## config.mk

```make
export PLATFORM = sky130hd
export DESIGN_NAME = qmn_sqrt_cell
export DESIGN_NICKNAME = d
export VERILOG_FILES = /design/src/rtl/qmn_pkg.sv /design/src/rtl/qmn_sqrt_cell.sv
export SDC_FILE = /design/constraint.sdc
export NUM_CORES = 1
export LEC_CHECK = 0
export BUFFER_PORTS_ARGS = -buffer_cell sky130_fd_sc_hd__buf_2
export CAP_MARGIN = 20
export CELL_PAD_IN_SITES_DETAIL_PLACEMENT = 0
export CELL_PAD_IN_SITES_GLOBAL_PLACEMENT = 1
export CORE_MARGIN = 2
export CORE_UTILIZATION = 36
export DETAILED_ROUTE_END_ITERATION = 10
export GPL_TIMING_DRIVEN = 0
export PLACE_DENSITY_LB_ADDON = 0.1
export SLEW_MARGIN = 0
export SYNTH_ARGS = -nofsm -noshare
export SYNTH_HDL_FRONTEND = slang
export SYNTH_SLANG_ARGS = --single-unit
export TNS_END_PERCENT = 5
```

## constraint.sdc

```tcl
create_clock -name clk_i -period 0.9 [get_ports clk_i]
set_input_delay 0.18 -clock clk_i [delete_from_list [all_inputs] [get_ports clk_i]]
set_output_delay 0.18 -clock clk_i [all_outputs]
set_load 0.02 [all_outputs]
```

## src/rtl/qmn_pkg.sv

```systemverilog
// Shared constants of the normalized quaternion product block.
package qmn_pkg;

  // Default fixed-point format of all components.
  localparam int unsigned FRAC_BITS_DEF      = 14;
  localparam int unsigned COMPONENT_BITS_DEF = 16;

  // Number of quaternion components and their lane order.
  localparam int unsigned LANES  = 4;
  localparam int unsigned LANE_W = 0;
  localparam int unsigned LANE_X = 1;
  localparam int unsigned LANE_Y = 2;
  localparam int unsigned LANE_Z = 3;

  // Register stages in front of the square root cells.
  localparam int unsigned FRONT_STAGES = 4;

endpackage

```

## src/rtl/qmn_sqrt_cell.sv

```systemverilog
// One square root cell: settles one bit of the root per item.
module qmn_sqrt_cell #(
  parameter int unsigned RW = 21,
  parameter int unsigned PW = 20
) (
  input  logic            clk_i,
  input  logic            rst_ni,
  input  logic            en_i,
  input  logic            valid_i,
  output logic            valid_o,
  input  logic [2*RW-1:0] n_i,
  input  logic [RW+1:0]   r_i,
  input  logic [RW-1:0]   q_i,
  input  logic            neg_i [qmn_pkg::LANES],
  input  logic [PW-1:0]   abs_i [qmn_pkg::LANES],
  output logic [2*RW-1:0] n_o,
  output logic [RW+1:0]   r_o,
  output logic [RW-1:0]   q_o,
  output logic            neg_o [qmn_pkg::LANES],
  output logic [PW-1:0]   abs_o [qmn_pkg::LANES]
);
  import qmn_pkg::*;

  logic            valid_q;
  logic [2*RW-1:0] n_q;
  logic [RW+1:0]   r_q;
  logic [RW-1:0]   q_q;
  logic            neg_q [LANES];
  logic [PW-1:0]   abs_q [LANES];
  logic [RW+1:0]   rem;
  logic [RW+1:0]   trial;
  logic            ge;

  // Bring down the next bit pair and try to set the next root bit.
  always_comb begin
    rem   = {r_i[RW-1:0], n_i[2*RW-1 -: 2]};
    trial = {q_i, 2'b01};
    ge    = (rem >= trial);
  end

  always_ff @(posedge clk_i or negedge rst_ni) begin
    if (!rst_ni) begin
      valid_q <= 1'b0;
    end else if (en_i) begin
      valid_q <= valid_i;
    end
  end

  always_ff @(posedge clk_i) begin
    if (en_i) begin
      n_q   <= {n_i[2*RW-3:0], 2'b00};
      r_q   <= ge ? (rem - trial) : rem;
      q_q   <= {q_i[RW-2:0], ge};
      neg_q <= neg_i;
      abs_q <= abs_i;
    end
  end

  assign valid_o = valid_q;
  assign n_o     = n_q;
  assign r_o     = r_q;
  assign q_o     = q_q;
  assign neg_o   = neg_q;
  assign abs_o   = abs_q;

endmodule

```

Word-level counts from Yosys, hierarchy flattened:

Cells that the tools add are included.

* bitwise gates (word level): 0
* shift operators: 0
* magnitude comparators: 1
* equality and inequality tests: 0
* multiply operators: 0
* add/subtract/negate cells: 1
* multiplexer cells: 1
* reduce and logical (&&, ||, !) cells: 0
* div/mod/pow operators: 0

Operators with widths (count)
* 23-bit greater-or-equal comparator: 1
* 23-bit 2-to-1 mux: 1
* 23-bit subtractor: 1

* latch bits: 0
* flip-flop bits (word level): 169
* bits in read-only memories: 0
* bits of input ports: 174
* RAM bits: 0
* logic and storage cells: 15
* memories kept: 0
* output and inout port bits: 171

Depth between registers and ports, before layout:

* word-level depth: 2
* mapped depth: 11

Worst setup path after synthesis:

OpenSTA, ideal clock, no wires.

* kind: input port to flip-flop
* start point: in q_i[9]
* end point: reg r_q[11], in the netlist r_o[11], data pin
* required time: 0.640 ns
* setup time: 0.260 ns
* path buffers: 2
* setup slack: -1.425 ns
* stages on the path: 10
* data arrival time: 2.064 ns
* cell sequence: inv_1 -> ha_1 -> buf_2 -> and4_1 -> nand3_2 -> o311ai_4 -> nor2_8 -> inv_6 -> buf_12 -> mux2_4

* word-level cells in the longest chain between the ends: 2

RTL lines
* from (decl): line qmn_sqrt_cell.sv:13 `input logic [RW-1:0] q_i,`
* 23-bit greater-or-equal comparator: line qmn_sqrt_cell.sv:38 `ge = (rem >= trial);`
* named net ge: line qmn_sqrt_cell.sv:32 `logic ge;`
* 23-bit 2-to-1 mux: line qmn_sqrt_cell.sv:52 `r_q <= ge ? (rem - trial) : rem;`
* to (signal assigned): line qmn_sqrt_cell.sv:52
* to (decl): line qmn_sqrt_cell.sv:26 `logic [RW+1:0] r_q;`

The timed path passes the listed nets, and every way through them passes these cells.
A chain may end at the register's enable or synchronous reset.

Worst setup path in the final report:

* start point: in r_i[9]
* end point: reg r_q[13], in the netlist r_o[13], data pin

* word-level cells in the longest chain between the ends: 2

RTL lines
* from (decl): line qmn_sqrt_cell.sv:12 `input logic [RW+1:0] r_i,`
* 23-bit greater-or-equal comparator: line qmn_sqrt_cell.sv:38
* named net ge: line qmn_sqrt_cell.sv:32
* 23-bit 2-to-1 mux: line qmn_sqrt_cell.sv:52

The timed path passes the listed nets, and every way through them passes these cells.

==> metrics.yaml <==
outcome: "finished with violations"
violations: "negative setup slack"
p_total_mw: 21.6
dieArea_mm2: 0.0201
rows: 50
rrSetupSlack_ns: 0.15
clkSlewWorstSetupHoldPaths_ns: 0.07
rsz0062_at_grt: "yes"
synth_cells: 415
yosysWarnings: 0
dpl.cell_count: 991
die_h_um: 142
worstReg2RegEnd: "valid_o"
post-route-min-period_ns: 1.90
die_x_um: 142
max_stage_delay_ns: 0.48
gr-usage-met2_pct: 38.5
fill_cells: 1408
worstPathCellList: "buf_2 > ha_4 > buf_6 > and4_4 > nand3_4 > o311ai_4 > nor2_8 > inv_8 > buf_12 > mux2_4"
busiest_layer: "met2"
relSlewSlack_pct: 62.0
port_buffers: 340
cp_num_buf_inv: 4
cp.required_ns: 1.06
nets: 1160
worst-r2r-cell-count: 1
multi_input_area_mm2: 0.00208
p_leak_nw: 5.08
synth_cell_types: 60
wire_per_inst_um: 18.5
period_share_pct: 211
synth-edff-count: 168
hold_path_class: "input port to async pin"
cts_made_buffers: 17
worst-path-max-fanout: 7
fmax_mhz: 527
clk_latency_ns: 0.41
antenna_found_initial: 1
vias: 5752
drt-total-wl_mm: 22.4
endpoint_kind: "flip-flop"
setup_viol: 236
finalMaxSlewViolations: 0
drc: 0
cpLargestDelayFamily: "compound AO/OA/AOI/OAI gates"
grt_pass1_vias: 5926
drv_cap: 0
ys_seq_elements: 169
p_per_area_mw_per_mm2: 1800
drtIter0Drc: 323
grt_pass1_wl_mm: 32.8
final_cells: 1211
area_delta_synth_final_pct: 75.2
ys_async_sr_fraction_pct: 0.592
start_util_pct: 36.6
worstSetupPathType: "input port to flip-flop"
fin_ws_ns: -0.996
hpwl_mm: 15.3
grt_max_degree: 110
vdd_drop_max_uv: 1270
grtUsageTotal_pct: 21.6
ff_latch_area_mm2: 0.00507
syn_area_mm2: 0.00684
first_pass_iters: 7
drive_gt1_share_pct: 52.0
coreArea_mm2: 0.0187
cts_max_level: 4
gp_congestion: 0.864
tritoncts: "yes"
cts_root_buffer: "clkbuf_16"
finClkSkew_ns: 0
hold_viol_final: 0
routed_via_density: 4.75
cts_num_sinks: 169
max_slew.worst_pin.slew_ns: 0.569
grt.met3_usage_pct: 4.83
synth_area_per_cell_um2: 16.5
grt.overflow.total: 0
seq_area_frac_synth_pct: 74.1
pin_count: 345
cp_slowest_cell: "o311ai_4"
ant_nets: 0
cts_max_path_buffers: 2
synth_ff_type: "edfxtp_1"
timing.rr.start: "valid_o"
grt_use_met1_pct: 25.0
cp-start-kind: "input port"
arrival_ns: 2.06
flip-flops by register name, summed over array words and instances (netlist names):
register / count
q_o: 21
neg_o: 4
abs_o: 80
valid_o: 1
n_o: 40
r_o: 23
per-stage QoR:
stage                     hold WS, ns  setup WS, ns  area, µm²  TNS (ns)  utilization (%)
after floorplan                -0.116         -1.34       6990    -27.94                -
after global placement        -0.0447         -2.50       8980   -440.00             48.0
after detailed placement      -0.0446         -1.97       9010   -123.30             48.2
after CTS                      0.0473        -0.962      11700    -63.33             62.8
after global routing           0.0349         -1.03      12000    -72.06             64.1
final                          0.0618        -0.996      12000    -61.01             64.1
cell usage after synthesis (all sizes together), types with 2 or more instances:
master	n	area (µm²)
nor3	10	55.1
o21ai	16	83.8
nand2b	4	25.0
and4	3	26.3
edfxtp	168	5040
xor2	6	52.6
nor2	15	72.6
ha	23	288
a22o	2	17.5
a21oi	27	143
nand3	6	35.0
o211ai	5	37.5
o21a	7	52.6
inv	27	106
nand4	5	31.3
buf	6	50.0
o211a	2	27.5
o22ai	2	12.5
nand2	21	78.8
a2bb2oi	2	17.5
mux2	12	150
o2bb2ai	2	23.8
and2	3	18.8
nor2b	2	12.5
o21bai	3	22.5
xnor2	9	78.8
o31ai	2	15.0
a221oi	2	41.3
a211oi	4	30.0
layout by cell type, fill, tap and decap left out, types with 5 or more instances in the layout:
cell type      instances
nand3_1                5
buf_4                 44
xnor2_1                9
inv_2                 13
buf_2                301
a21oi_2                5
o21ai_0                9
dlygate4sd3_1        146
o211ai_1               5
a21oi_1               20
xor2_1                 6
o21a_1                 7
nand2_1               18
clkbuf_16             17
edfxtp_1             168
inv_8                  5
mux2_4                10
nor3_1                 7
inv_1                  9
nor2_1                12
nand4_1                5
ha_4                  21
buf_6                 35
timing repair:
item | in CTS | in global routing
resized for setup | 103 | 60
gates cloned | 0 | 0
endpoints found under the hold margin | 146 | 0
pin swaps | 36 | 25
setup endpoints to repair | 302 | 299
hold buffers | 146 | 0
buffers inserted | 35 | 9
routing by layer:
| layer | share of wire (%) | routed length (µm) | vias to the layer above |
|---|---|---|---|
| li1 | - | - | 2705 |
| met1 | 39 | 8620 | 2784 |
| met2 | 53 | 11800 | 222 |
| met3 | 5.7 | 1290 | 41 |
| met4 | 2.9 | 650 | 0 |
| met5 | 0 | 0 | - |
cell families after synthesis:
family                     Yosys count  share of synthesized area, %
DFF                                169                          74.1
AOI/OAI and AO/OA                   88                          9.54
and+or+nand+nor                     73                          5.58
buffers and inverters               33                          2.29
adders and majority gates           23                          4.20
xor gates and xnor gates            15                          1.92
muxes                               13                          2.34
other                                1                        0.0548
how the worst max path moves through the flow:
stage	endpoint	startpoint	slack [ns]	cells past startpoint
floorplan	r_o[11]	q_i[4]	-1.34	10
global placement	valid_o	en_i	-2.50	2
detailed placement	r_o[13]	q_i[4]	-1.97	11
CTS	r_o[13]	q_i[12]	-0.96	12
global route	r_o[13]	r_i[1]	-1.03	10
finish	r_o[13]	r_i[9]	-1.0	10
layout make-up:
class	instances	area share, %
multi-input cells	214	17.4
diodes	1	0.0209
clock buffers	18	3.58
flip-flops and latches	169	42.3
inverters	27	1.07
plain buffers	4	0.386
repair buffers	530	31.7
well taps	234	2.44
clock inverters	14	1.11
power by group:
group	total (mW)	internal (mW)	switching, mW	leakage (nW)
combinational	4.99	2.36	2.64	3.15
clock	6.96	3.66	3.30	0.268
sequential	9.64	9.46	0.181	1.66
total	21.6	15.5	6.12	5.08
(Power assumes the default switching activity.)
