===== src/rtl/qmn_pkg.sv =====
// Shared constants of the normalized quaternion product block.
package qmn_pkg;

  // Default fixed-point format of all components.
  localparam int unsigned FRAC_BITS_DEF      = 14;
  localparam int unsigned COMPONENT_BITS_DEF = 16;

  // Number of quaternion components and their lane order.
  localparam int unsigned LANES  = 4;
  localparam int unsigned LANE_W = 0;
  localparam int unsigned LANE_X = 1;
  localparam int unsigned LANE_Y = 2;
  localparam int unsigned LANE_Z = 3;

  // Register stages in front of the square root cells.
  localparam int unsigned FRONT_STAGES = 4;

endpackage


===== src/rtl/qmn_div_cell.sv =====
// One divide cell: settles one quotient bit of all four components per item.
module qmn_div_cell #(
  parameter int unsigned RW = 21,
  parameter int unsigned FB = 14
) (
  input  logic          clk_i,
  input  logic          rst_ni,
  input  logic          en_i,
  input  logic          valid_i,
  output logic          valid_o,
  input  logic [RW-1:0] m_i,
  input  logic          degen_i,
  input  logic [RW:0]   r_i   [qmn_pkg::LANES],
  input  logic [FB:0]   q_i   [qmn_pkg::LANES],
  input  logic          neg_i [qmn_pkg::LANES],
  output logic [RW-1:0] m_o,
  output logic          degen_o,
  output logic [RW:0]   r_o   [qmn_pkg::LANES],
  output logic [FB:0]   q_o   [qmn_pkg::LANES],
  output logic          neg_o [qmn_pkg::LANES]
);
  import qmn_pkg::*;

  logic          valid_q;
  logic [RW-1:0] m_q;
  logic          degen_q;
  logic [RW:0]   r_q   [LANES];
  logic [FB:0]   q_q   [LANES];
  logic          neg_q [LANES];
  logic          ge    [LANES];
  logic [RW:0]   rest  [LANES];

  // Restoring step on each lane: subtract the magnitude where it fits.
  always_comb begin
    for (int l = 0; l < LANES; l++) begin
      ge[l]   = (r_i[l] >= {1'b0, m_i});
      rest[l] = ge[l] ? (r_i[l] - {1'b0, m_i}) : r_i[l];
    end
  end

  always_ff @(posedge clk_i or negedge rst_ni) begin
    if (!rst_ni) begin
      valid_q <= 1'b0;
    end else if (en_i) begin
      valid_q <= valid_i;
    end
  end

  always_ff @(posedge clk_i) begin
    if (en_i) begin
      m_q     <= m_i;
      degen_q <= degen_i;
      neg_q   <= neg_i;
      for (int l = 0; l < LANES; l++) begin
        r_q[l] <= {rest[l][RW-1:0], 1'b0};
        q_q[l] <= {q_i[l][FB-1:0], ge[l]};
      end
    end
  end

  assign valid_o = valid_q;
  assign m_o     = m_q;
  assign degen_o = degen_q;
  assign r_o     = r_q;
  assign q_o     = q_q;
  assign neg_o   = neg_q;

endmodule


===== config.mk =====
export PLATFORM = sky130hd
export DESIGN_NAME = qmn_div_cell
export DESIGN_NICKNAME = d
export VERILOG_FILES = /design/src/rtl/qmn_pkg.sv /design/src/rtl/qmn_div_cell.sv
export SDC_FILE = /design/constraint.sdc
export NUM_CORES = 1
export LEC_CHECK = 0
export ABC_AREA = 1
export BUFFER_PORTS_ARGS = -buffer_cell sky130_fd_sc_hd__buf_4
export CORE_UTILIZATION = 55
export CTS_BUF_LIST = sky130_fd_sc_hd__clkbuf_8
export DETAILED_ROUTE_END_ITERATION = 10
export PLACE_DENSITY = 0.84
export SLEW_MARGIN = 20
export SYNTH_ARGS = -nofsm -noshare
export SYNTH_HDL_FRONTEND = slang
export SYNTH_SLANG_ARGS = --single-unit
export TNS_END_PERCENT = 1

===== constraint.sdc =====
create_clock -name clk_i -period 1 [get_ports clk_i]
set_input_delay 0.05 -clock clk_i [delete_from_list [all_inputs] [get_ports clk_i]]
set_output_delay 0.05 -clock clk_i [all_outputs]
set_load 0.05 [all_outputs]

==> qor.yml, run 1 <==
logic_synthesis:
  ys_seq_area_share_pct: 42.2
  synth_ff_type: "edfxtp_1"
  mappedNetlistArea_um2: 12200
  ys_types: 34
  synth-seq-cells: 171
  synthArstFlopShare_pct: 0.585
  synth-edff-count: 170
  synthesis.instances: 1596
  synth.avg_cell_area_um2: 7.63
  ys_warn_count: 0
cts:
  cts_resized: 334
  max-clock-path-buffers: 2
  cts_buffers: 17
  post_cts_buffers: 41
  cts.sinks: 171
  cts_hold_buf: 168
  htree_levels: 4
  cts-root-buf: "clkbuf_8"
status:
  status: "did not finish"
  tool.error: "[ERROR DPL-0033] detailed placement checks failed during check placement."
  failed_stage: "clock tree synthesis"
die:
  die_x_um: 151
  row_count: 54
  die_h_um: 151
  pin_count: 353
  start_util_pct: 55.9
placed_design:
  dpl_cell_area_um2: 17400
  place_congestion: 0.984
  hpwlAfterDp_um: 35900
  portBuffers: 344
  placed_cells: 2495
-- cell families after synthesis --
kind of cell	count (synthesis)	synth area share (%)
AND/OR/NAND/NOR	968	33.7
flip-flops	171	42.2
other	1	0.0308
buffers and inverters	263	9.20
XOR/XNOR	32	2.30
multiplexers	1	0.0925
adder cells (fa/ha/maj)	88	9.29
AO/OA/AOI/OAI	72	3.21
-- Yosys cell counts (3+ instances only) --
cell type	number	area (µm²)
nor2_2	4	25.0
fa_1	4	80.1
o21ai_0	4	20.0
o21a_1	4	30.0
inv_2	9	33.8
buf_6	12	135
edfxtp_1	170	5100
and2_1	4	25.0
o21bai_1	8	60.1
nand3b_1	18	135
xor2_1	32	280
inv_1	232	871
nand2_4	4	45.0
nand4_1	8	50.1
or2_2	4	25.0
nand2_2	48	300
ha_1	84	1050
or2_1	3	18.8
nor3_2	4	40.0
nor3_1	6	30.0
nor2_1	112	420
and3_1	4	25.0
a21oi_1	56	280
buf_4	7	52.6
nand2_1	637	2390
nand3_1	109	546
-- metrics by stage --
step | utilization (%) | worst slack, ps | hold WS [ps]
after floorplan | - | -692 | -246
after global placement | 79.8 | -1230 | -175
after detailed placement | 79.8 | -1270 | -172
==> inputs of run 2 (changes only) <==
--- a/config.mk
+++ b/config.mk
@@ -7,10 +7,9 @@
 export LEC_CHECK = 0
 export ABC_AREA = 1
 export BUFFER_PORTS_ARGS = -buffer_cell sky130_fd_sc_hd__buf_4
-export CORE_UTILIZATION = 55
-export CTS_BUF_LIST = sky130_fd_sc_hd__clkbuf_8
+export CORE_UTILIZATION = 40
 export DETAILED_ROUTE_END_ITERATION = 10
-export PLACE_DENSITY = 0.84
+export PLACE_DENSITY_LB_ADDON = 0.15
 export SLEW_MARGIN = 20
 export SYNTH_ARGS = -nofsm -noshare
 export SYNTH_HDL_FRONTEND = slang
==> qor.yml, run 2 <==
timing:
  setup-violations-final: 259
  hold_viol_final: 1
  fin_setup_tns_ps: -57830
  finClkSkew_ps: 0
  setup_slack_ps: -642
  period_minus_slack_ps: 1640
  fmax_ghz: 0.609
  holdWs_ps: -15.3
  rsz0062_at_grt: "yes"
  fin_crit_sh_pct: 164
  finalMaxSlewViolations: 0
logic_synthesis:
  synth-seq-cells: 171
  synth-xor-area-share_pct: 2.30
  synth_compound_area_share_pct: 3.21
  yosys.area.top_type_share_pct: 41.9
  ys_warn_count: 0
  synth_top_area_cell: "edfxtp_1"
  ys_seq_area_share_pct: 42.2
  ys_types: 34
  synthesis.instances: 1596
  synth.top_cells.by_count: "nand2_1 (637), inv_1 (232), edfxtp_1 (170)"
  synthAdderAreaFrac_pct: 9.29
  synthMuxAreaShare_pct: 0.0925
  synth-edff-count: 170
  mappedNetlistArea_um2: 12200
  synth_area_leaders: "edfxtp_1 (42%), nand2_1 (20%), ha_1 (8.6%)"
  synth.avg_cell_area_um2: 7.63
  synthArstFlopShare_pct: 0.585
  post-synth-top-count-cell: "nand2_1"
  synth_simple_gate_area_share_pct: 33.7
  synth_top_family_by_area: "simple AND/OR/NAND/NOR gates"
  synth_ff_type: "edfxtp_1"
placed_design:
  hpwlAfterDp_um: 34500
  portBuffers: 344
  placed_cells: 2622
  place_congestion: 0.942
  preCtsSetupSlack_ps: -1200
global_routing:
  grt_pass1_vias: 14100
  grt_max_degree: 27
  grt_pass1_wl_um: 72400
  gr-total-overflow: 0
  grt_usage_pct: 30.9
  antenna_found_initial: 1
detailed_routing:
  dr_total_vias: 13800
  antenna_left: 0
  routed_wl_um: 48700
  drt-met1-wl_um: 19000
  top_layer_used: "met5"
  met2WireLength_um: 24200
  routedWlPerCell_um: 16.9
  wl_met3_um: 2490
  first_pass_iters: 5
  vias_per_cell: 4.79
  drc: 0
  drt_iter0_drc: 726
cells_and_area:
  antenna_cells: 0
  largest_reg_flops: 84
  utilization_pct: 75.9
  final_cell_mix: "nand2_1 (568), buf_4 (489), inv_1 (209), buf_6 (199), edfxtp_1 (170)"
  final_cells: 2888
  drive_gt1_share_pct: 42.2
  final_common_cell: "nand2_1"
  nFillCells: 2048
  nets: 2751
  area_delta_synth_final_pct: 85.9
critical_path:
  cp.arrival_ps: 1840
  cp_common_cell: "nand2_4"
  cp_slowest_stage_delay_ps: 250
  path_delay_family: "buffers and inverters"
  path_cells: "buf_8, clkinvlp_4, buf_12, ha_4, nand2_4, inv_4, nand2_4, buf_6, inv_4, a21oi_4, nand2_2, nand2_4, nand2_8, buf_4, nand3_2, nand2_1"
  cp-start-kind: "input port"
  crit_path_end_kind: "flip-flop"
  crit_required_ps: 1200
  crit_slowest_cell: "ha_4"
  critPathMaxFanout: 7
  cp_num_buf_inv: 7
  worst-setup-path-type: "input port to flip-flop"
die:
  core-area_um2: 29800
  pin_count: 353
  die_x_um: 176
  row_count: 63
  start_util_pct: 40.8
  die_area_um2: 31100
  die_h_um: 176
cts:
  cts_buffers: 17
  cts-root-buf: "clkbuf_16"
  cts_tree: "yes"
  htree_levels: 4
  max-clock-path-buffers: 2
  cts.sinks: 171
  clkTransAtPathRegs_ps: 70
  clock_latency_ps: 430
power:
  leakagePower_nw: 11.2
  ir_drop_mv: 1.35
  powerDensity_nw_per_um2: 1330
job:
  maxCapViolations: 0
status:
  violations: "negative hold slack, negative setup slack"
  status: "finished, violations left"
min_path:
  min_path_type: "input port to flip-flop"
[run 2: final timing paths]
path | slack, ps | start | endpoint | cells after the start
worst max-delay path | -640 | m_i[11] | r_o[42]$_DFFE_PP_ | 16
worst min-delay path | -20 | r_i[22] | r_o[23]$_DFFE_PP_ | 3
worst max register to register | 230 | valid_o$_DFFE_PN0P_ | valid_o$_DFFE_PN0P_ | 1
worst min register to register | 560 | valid_o$_DFFE_PN0P_ | valid_o$_DFFE_PN0P_ | 1
max in group asynchronous | 460 | rst_ni | valid_o$_DFFE_PN0P_ | 3
min in group asynchronous | 440 | rst_ni | valid_o$_DFFE_PN0P_ | 3
[run 2: what timing repair did]
action	in CTS	in global routing
setup endpoints to repair	259	272
buffers inserted	65	3
gates cloned	4	1
pin swaps	62	28
hold endpoints to repair	166	0
gates resized for setup	362	88
hold buffers	162	0
[run 2: kinds of logic after synthesis]
kind of cell	after synthesis
AND/OR/NAND/NOR	968
XOR/XNOR	32
buffers and inverters	263
flip-flops	171
other	1
multiplexers	1
adder cells (fa/ha/maj)	88
AO/OA/AOI/OAI	72
[run 2: per-stage QoR]
| stage | total power [mW] | cell area, µm² | hold WS [ps] |
|---|---|---|---|
| 2_1_floorplan | 15.8 | 12300 | -246 |
| 3_3_place_gp | 20.3 | 17700 | -175 |
| 3_5_place_dp | 20.4 | 17700 | -174 |
| 4_1_cts | 29.7 | 22200 | 1.51 |
| 5_1_grt | 31.3 | 22600 | 3.05 |
| 6_report | 30.1 | 22600 | -15.3 |
[run 2: routing by layer]
metal / GRT usage, % / vias to the layer above
met5: 0 / -
met4: 19.1 / 2
met3: 4.35 / 132
met2: 55.8 / 495
met1: 34.0 / 6356
li1: - / 6861
[run 2: final cells by class]
cell class              instances  area (µm²)  area share [%]
repair buffers                886        8270            36.6
multi-input cells            1165        7100            31.4
flip-flops and latches        171        5130            22.7
inverters                     243        1010            4.45
well taps                     390         488            2.16
clock buffers                  18         429            1.90
clock inverters                14         184           0.813
repair inverters                1        11.3          0.0498
[run 2: where the power goes]
part	switching (mW)	internal [mW]	leakage [nW]
Clock	3.13	4.01	0.292
Sequential	0.423	8.94	1.67
Combinational	7.71	5.89	9.28
(Power assumes the default switching activity.)
==> inputs of run 3 (changes only) <==
--- a/config.mk
+++ b/config.mk
@@ -7,7 +7,9 @@
 export LEC_CHECK = 0
 export ABC_AREA = 1
 export BUFFER_PORTS_ARGS = -buffer_cell sky130_fd_sc_hd__buf_4
-export CORE_UTILIZATION = 40
+export CELL_PAD_IN_SITES_DETAIL_PLACEMENT = 1
+export CELL_PAD_IN_SITES_GLOBAL_PLACEMENT = 1
+export CORE_UTILIZATION = 38
 export DETAILED_ROUTE_END_ITERATION = 10
 export PLACE_DENSITY_LB_ADDON = 0.15
 export SLEW_MARGIN = 20
==> qor.yml, run 3 <==
die:
  start_util_pct: 38.6
  die_x_um: 181
  die_h_um: 181
  pin_count: 353
  row_count: 65
cts:
  cts-root-buf: "clkbuf_16"
  htree_levels: 4
  cts.sinks: 171
  max-clock-path-buffers: 2
  cts_hold_buf: 158
  post_cts_buffers: 47
  cts_buffers: 17
  cts_resized: 407
placed_design:
  dpl_cell_area_um2: 17700
  place_congestion: 0.901
  portBuffers: 344
  hpwlAfterDp_um: 39600
logic_synthesis:
  synth-edff-count: 170
  yosys.area.top_type_share_pct: 41.9
  synth.avg_cell_area_um2: 7.63
  synthArstFlopShare_pct: 0.585
  ys_warn_count: 0
  synth-seq-cells: 171
  ys_types: 34
  synthesis.instances: 1596
  mappedNetlistArea_um2: 12200
  synth_ff_type: "edfxtp_1"
  ys_seq_area_share_pct: 42.2
  synth.top_cells.by_count: "nand2_1 (637), inv_1 (232), edfxtp_1 (170)"
  synth_top_area_cell: "edfxtp_1"
  synth_area_leaders: "edfxtp_1 (42%), nand2_1 (20%), ha_1 (8.6%)"
  post-synth-top-count-cell: "nand2_1"
status:
  tool.error: "[ERROR DPL-0033] detailed placement checks failed during check placement."
  failed_stage: "clock tree synthesis"
  status: "did not finish"
==> run 3: cell counts after synthesis <==
No cell type changed its count.
==> run 3: kinds of logic after synthesis <==
| kind of cell | after synthesis | synth area share [%] |
|---|---|---|
| AO/OA/AOI/OAI | 72 | 3.21 |
| XOR/XNOR | 32 | 2.30 |
| adder cells (fa/ha/maj) | 88 | 9.29 |
| buffers and inverters | 263 | 9.20 |
| flip-flops | 171 | 42.2 |
| multiplexers | 1 | 0.0925 |
| other | 1 | 0.0308 |
| AND/OR/NAND/NOR | 968 | 33.7 |
==> run 3: metrics by stage <==
stage / hold slack [ps] / std cells / worst slack [ps]
after floorplan: -246 / 1599 / -692
after detailed placement: -172 / 2635 / -1250
after global placement: -175 / 2635 / -1210
